## config.mk

```make
export PLATFORM = sky130hd
export DESIGN_NAME = key_slot_lifecycle_table_flat
export DESIGN_NICKNAME = d
export VERILOG_FILES = /design/src/sv/ksl_pkg.sv /design/src/sv/ksl_req_if.sv /design/src/sv/ksl_rsp_if.sv /design/src/sv/key_slot_lifecycle_table.sv /design/src/sv/ksl_ram.sv /design/src/sv/ksl_ctrl.sv /design/src/sv/ksl_datapath.sv /design/src/flat_wrapper.sv
export SDC_FILE = /design/constraint.sdc
export NUM_CORES = 1
export LEC_CHECK = 0
export BUFFER_PORTS_ARGS = -buffer_cell sky130_fd_sc_hd__buf_2
export CORE_MARGIN = 10
export CORE_UTILIZATION = 43
export DETAILED_ROUTE_END_ITERATION = 8
export HOLD_SLACK_MARGIN = 0.05
export SYNTH_ARGS = -nofsm -noshare
export SYNTH_HDL_FRONTEND = slang
export SYNTH_SLANG_ARGS = --single-unit
```

## constraint.sdc

```tcl
create_clock -name clk_i -period 3.38 [get_ports clk_i]
set_input_delay 0.845 -clock clk_i [delete_from_list [all_inputs] [get_ports clk_i]]
set_output_delay 0.845 -clock clk_i [all_outputs]
set_load 0.02 [all_outputs]
```

## src/sv/ksl_pkg.sv

```systemverilog
// ---------------------------------------------------------------------------
// ksl_pkg
// types and codes shared by the key slot lifecycle table
// ---------------------------------------------------------------------------
package ksl_pkg;

  // fixed field widths
  localparam int REQ_W      = 2;
  localparam int DEV_ID_W   = 16;
  localparam int KEY_W      = 64;
  localparam int STATUS_W   = 3;
  localparam int SLOT_IDX_W = 4;
  localparam int LIFE_W     = 3;
  localparam int USED_W     = 5;

  typedef enum logic [REQ_W-1:0] {
    REQ_PROVISION = 2'd0,
    REQ_ROTATE    = 2'd1,
    REQ_REVOKE    = 2'd2,
    REQ_DESTROY   = 2'd3
  } req_kind_e;

  typedef enum logic [STATUS_W-1:0] {
    STS_OK        = 3'd0,
    STS_NOT_FOUND = 3'd1,
    STS_BAD_STATE = 3'd2,
    STS_DUPLICATE = 3'd3,
    STS_FULL      = 3'd4
  } status_e;

  typedef enum logic [LIFE_W-1:0] {
    LIFE_PROVISIONED = 3'd0,
    LIFE_ACTIVE      = 3'd1,
    LIFE_ROTATED     = 3'd2,
    LIFE_REVOKED     = 3'd3,
    LIFE_DESTROYED   = 3'd4
  } life_e;

  // controller to datapath
  typedef struct packed {
    logic start;    // latch request, restart the search
    logic issue;    // read next slot
    logic capture;  // hold search outcome
    logic commit;   // update table, load response
  } ctrl_cmd_t;

  // datapath to controller
  typedef struct packed {
    logic table_empty;
    logic can_issue;
    logic cmp_done;
    logic out_free;
  } dp_sts_t;

endpackage

```

## src/sv/ksl_req_if.sv

```systemverilog
// ---------------------------------------------------------------------------
// ksl_req_if
// request channel: valid/ready with request payload
// ---------------------------------------------------------------------------
interface ksl_req_if;
  logic                                valid;
  logic                                ready;
  ksl_pkg::req_kind_e                  req_type;
  logic [ksl_pkg::DEV_ID_W-1:0]        device_id;
  logic [ksl_pkg::KEY_W-1:0]           new_key;

  modport source (output valid, output req_type, output device_id, output new_key,
                  input ready);
  modport sink (input valid, input req_type, input device_id, input new_key,
                output ready);
endinterface

```

## src/sv/ksl_rsp_if.sv

```systemverilog
// ---------------------------------------------------------------------------
// ksl_rsp_if
// response channel: valid/ready with result payload
// ---------------------------------------------------------------------------
interface ksl_rsp_if;
  logic                                valid;
  logic                                ready;
  ksl_pkg::status_e                    status;
  logic [ksl_pkg::SLOT_IDX_W-1:0]      slot_index;
  ksl_pkg::life_e                      life_state;
  logic [ksl_pkg::USED_W-1:0]          slots_used;

  modport source (output valid, output status, output slot_index, output life_state,
                  output slots_used, input ready);
  modport sink (input valid, input status, input slot_index, input life_state,
                input slots_used, output ready);
endinterface

```

## src/sv/key_slot_lifecycle_table.sv

```systemverilog
// ---------------------------------------------------------------------------
// key_slot_lifecycle_table
// device key slot table with provision, rotate, revoke and destroy requests
// ---------------------------------------------------------------------------
//
// channel  dir  payload                              transfer
// req_i    in   req_type, device_id, new_key         valid & ready
// rsp_o    out  status, slot_index, life_state,      valid & ready
//               slots_used
//
// flow: one request at a time; a request scans the occupied slots in
//   order and stops early when the id hits; an empty table skips the scan
// the scan reads one slot ram entry per cycle and compares the id on the
//   registered read data in the cycle after the read
// reset: async active low clears the sequencer, the occupancy count and
//   the response valid; slot contents are only read below the count
// stalls: a held response does not block the next accept; the commit of
//   the following request waits until the response register is free
//
module key_slot_lifecycle_table #(
  parameter int MAX_SLOTS = 16,
  parameter int KEY_BITS  = 64,
  parameter int ID_BITS   = 16
) (
  input  logic         clk_i,
  input  logic         rst_ni,
  ksl_req_if.sink      req_i,
  ksl_rsp_if.source    rsp_o
);

  // command and status between sequencer and datapath
  ksl_pkg::ctrl_cmd_t cmd;
  ksl_pkg::dp_sts_t   sts;
  logic               req_ready;

  // sequencer: idle / scan / commit
  ksl_ctrl u_ksl_ctrl (
    .clk_i       (clk_i),
    .rst_ni      (rst_ni),
    .req_valid_i (req_i.valid),
    .req_ready_o (req_ready),
    .sts_i       (sts),
    .cmd_o       (cmd)
  );

  assign req_i.ready = req_ready;

  // datapath: slot ram, compare, update rules, response register
  ksl_datapath #(
    .MAX_SLOTS (MAX_SLOTS),
    .KEY_BITS  (KEY_BITS),
    .ID_BITS   (ID_BITS)
  ) u_ksl_datapath (
    .clk_i        (clk_i),
    .rst_ni       (rst_ni),
    .cmd_i        (cmd),
    .sts_o        (sts),
    .req_type_i   (req_i.req_type),
    .device_id_i  (req_i.device_id),
    .new_key_i    (req_i.new_key),
    .rsp_ready_i  (rsp_o.ready),
    .rsp_valid_o  (rsp_o.valid),
    .status_o     (rsp_o.status),
    .slot_index_o (rsp_o.slot_index),
    .life_state_o (rsp_o.life_state),
    .slots_used_o (rsp_o.slots_used)
  );

endmodule

```

## src/sv/ksl_ram.sv

```systemverilog
// ---------------------------------------------------------------------------
// ksl_ram
// generic single-write, single-read ram with registered read data
// ---------------------------------------------------------------------------
module ksl_ram #(
  parameter int WIDTH = 8,
  parameter int DEPTH = 16,
  localparam int AddrW = (DEPTH > 1) ? $clog2(DEPTH) : 1
) (
  input  logic             clk_i,
  input  logic             we_i,
  input  logic [AddrW-1:0] waddr_i,
  input  logic [WIDTH-1:0] wdata_i,
  input  logic             re_i,
  input  logic [AddrW-1:0] raddr_i,
  output logic [WIDTH-1:0] rdata_o
);

  logic [WIDTH-1:0] mem_q [DEPTH];
  logic [WIDTH-1:0] rdata_q;

  always_ff @(posedge clk_i) begin
    if (we_i) begin
      mem_q[waddr_i] <= wdata_i;
    end
    if (re_i) begin
      rdata_q <= mem_q[raddr_i];
    end
  end

  assign rdata_o = rdata_q;

endmodule

```

## src/sv/ksl_ctrl.sv

```systemverilog
// ---------------------------------------------------------------------------
// ksl_ctrl
// request sequencer: accept, scan the slot table, commit the update
// ---------------------------------------------------------------------------
module ksl_ctrl (
  input  logic               clk_i,
  input  logic               rst_ni,
  input  logic               req_valid_i,
  output logic               req_ready_o,
  input  ksl_pkg::dp_sts_t   sts_i,
  output ksl_pkg::ctrl_cmd_t cmd_o
);

  typedef enum logic [2:0] {
    ST_IDLE   = 3'b001,
    ST_SCAN   = 3'b010,
    ST_COMMIT = 3'b100
  } ctrl_state_e;

  ctrl_state_e state_q, state_d;

  always_comb begin
    state_d     = state_q;
    cmd_o       = '0;
    req_ready_o = 1'b0;
    case (state_q)
      ST_IDLE: begin
        req_ready_o = 1'b1;
        if (req_valid_i) begin
          cmd_o.start = 1'b1;
          // empty table: nothing to search
          state_d = sts_i.table_empty ? ST_COMMIT : ST_SCAN;
        end
      end
      ST_SCAN: begin
        cmd_o.issue = sts_i.can_issue;
        if (sts_i.cmp_done) begin
          cmd_o.capture = 1'b1;
          state_d       = ST_COMMIT;
        end
      end
      ST_COMMIT: begin
        if (sts_i.out_free) begin
          cmd_o.commit = 1'b1;
          state_d      = ST_IDLE;
        end
      end
      default: begin
        state_d = ST_IDLE;
      end
    endcase
  end

  always_ff @(posedge clk_i or negedge rst_ni) begin
    if (!rst_ni) begin
      state_q <= ST_IDLE;
    end else begin
      state_q <= state_d;
    end
  end

endmodule

```

## src/sv/ksl_datapath.sv

```systemverilog
// ---------------------------------------------------------------------------
// ksl_datapath
// slot storage, id compare, lifecycle update and response register
// ---------------------------------------------------------------------------
module ksl_datapath #(
  parameter int MAX_SLOTS = 16,
  parameter int KEY_BITS  = 64,
  parameter int ID_BITS   = 16
) (
  input  logic                             clk_i,
  input  logic                             rst_ni,
  input  ksl_pkg::ctrl_cmd_t               cmd_i,
  output ksl_pkg::dp_sts_t                 sts_o,
  input  ksl_pkg::req_kind_e               req_type_i,
  input  logic [ksl_pkg::DEV_ID_W-1:0]     device_id_i,
  input  logic [ksl_pkg::KEY_W-1:0]        new_key_i,
  input  logic                             rsp_ready_i,
  output logic                             rsp_valid_o,
  output ksl_pkg::status_e                 status_o,
  output logic [ksl_pkg::SLOT_IDX_W-1:0]   slot_index_o,
  output ksl_pkg::life_e                   life_state_o,
  output logic [ksl_pkg::USED_W-1:0]       slots_used_o
);

  localparam int IdxW    = (MAX_SLOTS > 1) ? $clog2(MAX_SLOTS) : 1;
  localparam int CntW    = $clog2(MAX_SLOTS + 1);
  localparam int LifeW   = ksl_pkg::LIFE_W;
  localparam int EntryW  = ID_BITS + LifeW + KEY_BITS;
  localparam int LifeLsb = KEY_BITS;
  localparam int IdLsb   = KEY_BITS + LifeW;
  localparam logic [CntW-1:0] MaxCnt = CntW'(MAX_SLOTS);

  // latched request
  ksl_pkg::req_kind_e  kind_q;
  logic [ID_BITS-1:0]  id_q;
  logic [KEY_BITS-1:0] key_q;

  // table occupancy and search
  logic [CntW-1:0]     count_q, count_d;
  logic [CntW-1:0]     addr_q;
  logic [CntW-1:0]     cmp_idx_q;
  logic                cmp_vld_q;

  // search outcome
  logic                found_q;
  logic [IdxW-1:0]     hit_idx_q;
  ksl_pkg::life_e      hit_life_q;
  logic [KEY_BITS-1:0] hit_key_q;

  // response register
  logic                           rsp_valid_q;
  ksl_pkg::status_e               status_q, status_d;
  logic [IdxW-1:0]                idx_q, idx_d;
  ksl_pkg::life_e                 life_q, life_d;

  // ram access
  logic                we;
  logic [IdxW-1:0]     waddr;
  logic [EntryW-1:0]   wdata;
  logic [EntryW-1:0]   rdata;
  logic [ID_BITS-1:0]  rd_id;
  logic [LifeW-1:0]    rd_life;
  logic [KEY_BITS-1:0] rd_key;
  logic                match;
  ksl_pkg::life_e      new_life;
  logic [KEY_BITS-1:0] new_key;

  ksl_ram #(
    .WIDTH (EntryW),
    .DEPTH (MAX_SLOTS)
  ) u_ksl_ram (
    .clk_i   (clk_i),
    .we_i    (we),
    .waddr_i (waddr),
    .wdata_i (wdata),
    .re_i    (cmd_i.issue),
    .raddr_i (addr_q[IdxW-1:0]),
    .rdata_o (rdata)
  );

  assign rd_key  = rdata[KEY_BITS-1:0];
  assign rd_life = rdata[LifeLsb +: LifeW];
  assign rd_id   = rdata[IdLsb +: ID_BITS];
  assign match   = cmp_vld_q && (rd_id == id_q);

  assign sts_o.table_empty = (count_q == '0);
  assign sts_o.can_issue   = (addr_q < count_q);
  assign sts_o.cmp_done    = cmp_vld_q && (match || (cmp_idx_q == (count_q - CntW'(1))));
  assign sts_o.out_free    = !rsp_valid_q || rsp_ready_i;

  // request latch and scan pointers
  always_ff @(posedge clk_i or negedge rst_ni) begin
    if (!rst_ni) begin
      addr_q    <= '0;
      cmp_vld_q <= 1'b0;
      found_q   <= 1'b0;
      count_q   <= '0;
    end else begin
      cmp_vld_q <= cmd_i.issue;
      if (cmd_i.start) begin
        addr_q  <= '0;
        found_q <= 1'b0;
      end else if (cmd_i.issue) begin
        addr_q <= addr_q + CntW'(1);
      end
      if (cmd_i.capture) begin
        found_q <= match;
      end
      if (cmd_i.commit) begin
        count_q <= count_d;
      end
    end
  end

  always_ff @(posedge clk_i) begin
    cmp_idx_q <= addr_q;
    if (cmd_i.start) begin
      kind_q <= req_type_i;
      id_q   <= ID_BITS'(device_id_i);
      key_q  <= KEY_BITS'(new_key_i);
    end
    if (cmd_i.capture) begin
      hit_idx_q  <= cmp_idx_q[IdxW-1:0];
      hit_life_q <= ksl_pkg::life_e'(rd_life);
      hit_key_q  <= rd_key;
    end
  end

  // lifecycle decision
  always_comb begin
    status_d = ksl_pkg::STS_OK;
    idx_d    = '0;
    life_d   = ksl_pkg::LIFE_PROVISIONED;
    count_d  = count_q;
    we       = 1'b0;
    waddr    = hit_idx_q;
    new_life = hit_life_q;
    new_key  = hit_key_q;
    if (kind_q == ksl_pkg::REQ_PROVISION) begin
      if (found_q) begin
        status_d = ksl_pkg::STS_DUPLICATE;
      end else if (count_q >= MaxCnt) begin
        status_d = ksl_pkg::STS_FULL;
      end else begin
        we       = 1'b1;
        waddr    = count_q[IdxW-1:0];
        new_life = ksl_pkg::LIFE_PROVISIONED;
        new_key  = key_q;
        idx_d    = count_q[IdxW-1:0];
        count_d  = count_q + CntW'(1);
      end
    end else if (!found_q) begin
      status_d = ksl_pkg::STS_NOT_FOUND;
    end else begin
      case (kind_q)
        ksl_pkg::REQ_ROTATE: begin
          if (hit_life_q inside {ksl_pkg::LIFE_REVOKED, ksl_pkg::LIFE_DESTROYED}) begin
            status_d = ksl_pkg::STS_BAD_STATE;
          end else begin
            new_key  = key_q;
            new_life = (hit_life_q == ksl_pkg::LIFE_PROVISIONED) ?
                       ksl_pkg::LIFE_ACTIVE : ksl_pkg::LIFE_ROTATED;
          end
        end
        ksl_pkg::REQ_REVOKE: begin
          if (hit_life_q == ksl_pkg::LIFE_DESTROYED) begin
            status_d = ksl_pkg::STS_BAD_STATE;
          end else begin
            new_life = ksl_pkg::LIFE_REVOKED;
          end
        end
        default: begin
          // destroy always goes through and wipes the key
          new_life = ksl_pkg::LIFE_DESTROYED;
          new_key  = '0;
        end
      endcase
      if (status_d == ksl_pkg::STS_OK) begin
        we    = 1'b1;
        idx_d = hit_idx_q;
      end
    end
    if (status_d == ksl_pkg::STS_OK) begin
      life_d = new_life;
    end
    we    = we && cmd_i.commit;
    wdata = {id_q, new_life, new_key};
  end

  // response register
  always_ff @(posedge clk_i or negedge rst_ni) begin
    if (!rst_ni) begin
      rsp_valid_q <= 1'b0;
    end else if (cmd_i.commit) begin
      rsp_valid_q <= 1'b1;
    end else if (rsp_ready_i) begin
      rsp_valid_q <= 1'b0;
    end
  end

  always_ff @(posedge clk_i) begin
    if (cmd_i.commit) begin
      status_q <= status_d;
      idx_q    <= idx_d;
      life_q   <= life_d;
    end
  end

  assign rsp_valid_o  = rsp_valid_q;
  assign status_o     = status_q;
  assign slot_index_o = ksl_pkg::SLOT_IDX_W'(idx_q);
  assign life_state_o = life_q;
  assign slots_used_o = ksl_pkg::USED_W'(count_q);

endmodule

```

## src/flat_wrapper.sv

```systemverilog
// flat-port wrapper written by rule: the top's interface ports become plain ports
module key_slot_lifecycle_table_flat 
#(
  parameter int MAX_SLOTS = 16,
  parameter int KEY_BITS  = 64,
  parameter int ID_BITS   = 16
)
  (clk_i, rst_ni, req_i_valid, req_i_req_type, req_i_device_id, req_i_new_key, req_i_ready, rsp_o_valid, rsp_o_status, rsp_o_slot_index, rsp_o_life_state, rsp_o_slots_used, rsp_o_ready);
  ksl_req_if req_i_i ();
  ksl_rsp_if rsp_o_i ();
  input  logic clk_i;
  input  logic rst_ni;
  input wire logic [$bits(req_i_i.valid)-1:0] req_i_valid;
  input wire logic [$bits(req_i_i.req_type)-1:0] req_i_req_type;
  input wire logic [$bits(req_i_i.device_id)-1:0] req_i_device_id;
  input wire logic [$bits(req_i_i.new_key)-1:0] req_i_new_key;
  output wire logic [$bits(req_i_i.ready)-1:0] req_i_ready;
  output wire logic [$bits(rsp_o_i.valid)-1:0] rsp_o_valid;
  output wire logic [$bits(rsp_o_i.status)-1:0] rsp_o_status;
  output wire logic [$bits(rsp_o_i.slot_index)-1:0] rsp_o_slot_index;
  output wire logic [$bits(rsp_o_i.life_state)-1:0] rsp_o_life_state;
  output wire logic [$bits(rsp_o_i.slots_used)-1:0] rsp_o_slots_used;
  input wire logic [$bits(rsp_o_i.ready)-1:0] rsp_o_ready;
  assign req_i_i.valid = req_i_valid;
  assign req_i_i.req_type = req_i_req_type;
  assign req_i_i.device_id = req_i_device_id;
  assign req_i_i.new_key = req_i_new_key;
  assign req_i_ready = req_i_i.ready;
  assign rsp_o_valid = rsp_o_i.valid;
  assign rsp_o_status = rsp_o_i.status;
  assign rsp_o_slot_index = rsp_o_i.slot_index;
  assign rsp_o_life_state = rsp_o_i.life_state;
  assign rsp_o_slots_used = rsp_o_i.slots_used;
  assign rsp_o_i.ready = rsp_o_ready;
  key_slot_lifecycle_table #(.MAX_SLOTS(MAX_SLOTS), .KEY_BITS(KEY_BITS), .ID_BITS(ID_BITS)) u_core (.clk_i(clk_i), .rst_ni(rst_ni), .req_i(req_i_i), .rsp_o(rsp_o_i));
endmodule
```

==> results.sh <==
export IMPL_outcome="finished, final reports clean"
export IMPL_synthTopCellsByCount="358 x edfxtp_1, 95 x mux4_2, 37 x nor2_1"
export IMPL_cap_violations=0
export IMPL_fin_skew_ns=0.02496
export IMPL_die_height_microns=205.2
export IMPL_tns_ns=0
export IMPL_crit_path_start_kind="flop"
export IMPL_initial_core_util_pct=43.78
export IMPL_portBuffers=38
export IMPL_cts_setup_buffers=0
export IMPL_max_slew_margin_rel_pct=37.18
export IMPL_synthCells=689
export IMPL_dr_first_iter_drc_count=582
export IMPL_cts_sinks=379
export IMPL_io_pins=103
export IMPL_layout_nets=869
export IMPL_worst_pin_slew_ns=0.9389
export IMPL_rsz0062_at_grt="false"
export IMPL_cp_end_kind="flop"
export IMPL_p_seq_share_pct=51.4
export IMPL_ant_nets=0
export IMPL_cts_root_buf="clkbuf_16"
export IMPL_core_area_sq_um=33700
export IMPL_setup_viol=0
export IMPL_final_core_util_pct=50.16
export IMPL_cellInternalPower_mw=8.610
export IMPL_ys_seq_area_share_pct=76.26
export IMPL_synth_area_sq_um=14760
export IMPL_antenna_found_initial=0
export IMPL_synth_most_common_cell="edfxtp_1"
export IMPL_place_gp_congestion=0.7954
export IMPL_cts_max_level=2
export IMPL_core_rowCount=67
export IMPL_fill_cells=2737
export IMPL_r2r_start="u_core.u_ksl_datapath.kind_q[0]"
export IMPL_reg2reg_slack_ns=0.65
export IMPL_track_usage_pct=14.89
export IMPL_slew_viol_final=0
export IMPL_synth_top_area_share_pct=72.86
export IMPL_crit_type="flop to flop"
export IMPL_grt_start_max_net_pins=81
export IMPL_synthArstFlopShare_pct=4.222
export IMPL_dr_pass1_iters=5
export IMPL_power_total_mw=11.16
export IMPL_diodes=0
export IMPL_ctsHoldBuffers=0
export IMPL_synth_edf_count=358
export IMPL_worst_path_largest_cell_delay_ns=0.49
export IMPL_power_density_nw_per_um2=660.4
export IMPL_p_sw_share_pct=22.86
export IMPL_ys_ff_latch=379
export IMPL_peakVddDrop_v=0.0005107
export IMPL_max_freq_mhz=366.8
export IMPL_cts_buffers=39
export IMPL_ctsResizeCount=0
export IMPL_synth_flop_cell="edfxtp_1"
export IMPL_reg2reg_to="u_core.u_ksl_datapath.u_ksl_ram.mem_q[14][65]"
export IMPL_finalCriticalPeriod_ns=2.726
export IMPL_gr_total_overflow=0
export IMPL_hpwlAfterDp_microns=16460
export IMPL_hold_violations=0
export IMPL_clockBufferDepth=3
export IMPL_cts_clk_slew_worst_paths_ns=0.06
export IMPL_reg2reg_depth=8
export IMPL_num_vias=6909
export IMPL_drive_above_1_share_pct=30.34
export IMPL_comb_power_share_pct=11.3
export IMPL_hold_class="primary input to async pin"
export IMPL_cp_slowest_cell="o21ai_1"
export IMPL_cp_arrival_ns=2.96
export IMPL_drcViolationCount=0
export IMPL_grt_pass1_vias=7309
export IMPL_clkLatencyLatePin_ns=0.54
export IMPL_leakagePower_nw=5.384
export IMPL_syn_nets=786
export IMPL_syn_avg_cell_area_sq_um=21.42
export IMPL_synth_area_leaders="edfxtp_1 73%, mux4_2 15%, dfrtp_1 2.5%"
export IMPL_drt_total_wl_microns=30620
export IMPL_synth_cell_types=49
export IMPL_vias_per_cell=5.532
export IMPL_pwr_share_clk_pct=37.4
export IMPL_dieArea_sq_um=42120
export IMPL_path_cells="inv_1 > ha_1 > o21ai_0 > o31ai_1 > a211oi_1 > o21ai_1 > nor2_2 > buf_4"
export IMPL_grt_pass1_wl_microns=46430
export IMPL_area_delta_synth_final_pct=14.55
export IMPL_synth_top_cell_by_area="edfxtp_1"
export IMPL_crit_required_ns=3.61
export IMPL_wl_per_cell_microns=24.51
export IMPL_p_sw_mw=2.552
export IMPL_ys_warnings_count=0
export IMPL_die_w_microns=205.2
export IMPL_cp_max_fo=19
export IMPL_min_period_over_period_pct=80.65
export IMPL_cts_tree="done"
## kinds of logic after synthesis
| group | after synthesis | synth area share (%) |
|---|---|---|
| adders and majority gates | 11 | 0.9327 |
| DFF | 379 | 76.26 |
| AOI/OAI and AO/OA | 48 | 2.094 |
| muxes | 97 | 14.64 |
| xor gates and xnor gates | 28 | 1.662 |
| and+or+nand+nor | 90 | 3.053 |
| buffers and inverters | 36 | 1.365 |
## power groups by stage
stage	Sequential, mW	Combinational [mW]	Clock, mW
2_1_floorplan	5.68	1.08	0
3_3_place_gp	5.81	1.27	0
3_5_place_dp	5.84	1.29	0
4_1_cts	5.74	1.29	4.27
5_1_grt	5.78	1.37	4.47
6_report	5.73	1.26	4.17
## layout make-up
type	count	area (sq um)	area share, %
Sequential cell	379	11260	66.60
Multi-Input combinational cell	274	3349	19.82
Timing Repair Buffer	67	445.4	2.635
Clock buffer	46	1012	5.989
Inverter	11	41.29	0.2443
Clock inverter	24	236.5	1.399
Tap cell	448	560.5	3.316
## layout by cell type, fill, tap and decap left out, types with 3 or more instances in the layout
master,Yosys,final
nor2b_1,6,6
clkbuf_16,0,39
bufinv_16,0,4
clkinv_2,0,9
nand2_1,14,14
inv_1,11,11
clkbuf_1,10,6
dfxtp_1,5,5
nor3b_1,6,6
or3_1,3,3
buf_2,6,38
nand4_1,4,4
nand3_1,4,4
nor3_1,4,4
buf_4,0,26
xnor2_1,23,23
o22ai_1,3,3
ha_1,11,11
nor2_2,0,16
o21ai_1,4,4
dfrtp_1,15,13
edfxtp_1,358,358
mux4_2,95,95
a31oi_1,5,5
xor2_1,5,5
buf_12,1,3
o21ai_0,11,11
nor2_1,37,20
nand2b_1,3,3
a21o_1,5,5
clkinv_1,0,8
a21oi_1,9,9
## worst max-delay path: cells and delay by family, from the launching register on
family	cells	cell delay, ns
compound gates	4	1.30
flops	1	0.40
simple gates	1	0.08
fa+ha+maj	1	0.25
buf+inv	2	0.39
## routing by layer
metal  part of all wire, %  wire (microns)  global-route usage (%)  vias up
met4                   2.0             607                   4.096        0
met2                    49           14970                   24.18      165
met5                     0               0                       0        -
met1                    44           13560                   20.34     3710
li1                      -               -                       -     2991
met3                   4.8            1480                   2.721       43
## state kept, by name (all words and copies together) (netlist names), 3 cells and up
register and count:
u_core.u_ksl_datapath.u_ksl_ram.mem_q 304, u_core.u_ksl_datapath.hit_life_q 3, u_core.u_ksl_datapath.life_state_o 3, u_core.u_ksl_datapath.slots_used_o 5
u_core.u_ksl_datapath.status_o 3, u_core.u_ksl_datapath.u_ksl_ram.rdata_o 19, u_core.u_ksl_ctrl.state_q 3, u_core.u_ksl_datapath.id_q 16
u_core.u_ksl_datapath.hit_idx_q 4, u_core.u_ksl_datapath.addr_q 5, u_core.u_ksl_datapath.slot_index_o 4, u_core.u_ksl_datapath.cmp_idx_q 5
## per-stage QoR
stage	hold WS, ns	std cells	worst slack (ns)	instance area, sq um
global route	0.2538	1249	0.5085	16900
floorplan	0.3792	689	0.5270	14760
detailed placement	0.4074	1179	0.6644	15650
finish	0.2260	1249	0.6541	16900
CTS	0.2210	1249	0.6261	16900
global placement	0.4044	1179	0.7932	15650
## worst max path at each step
| stage | end | cells past startpoint | from |
|---|---|---|---|
| finish | u_core.u_ksl_datapath.u_ksl_ram.mem_q[14][65] | 8 | u_core.u_ksl_datapath.kind_q[0] |
| global route | u_core.u_ksl_datapath.u_ksl_ram.mem_q[2][74] | 8 | u_core.u_ksl_datapath.kind_q[0] |
| CTS | u_core.u_ksl_datapath.u_ksl_ram.mem_q[14][65] | 8 | u_core.u_ksl_datapath.kind_q[0] |
| detailed placement | u_core.u_ksl_datapath.u_ksl_ram.mem_q[14][68] | 8 | u_core.u_ksl_datapath.kind_q[0] |
| global placement | u_core.u_ksl_datapath.u_ksl_ram.mem_q[0][68] | 8 | u_core.u_ksl_datapath.kind_q[0] |
| floorplan | u_core.u_ksl_datapath.u_ksl_ram.mem_q[0][64] | 7 | u_core.u_ksl_datapath.kind_q[0] |
Power figures use the tool's default switching activity.
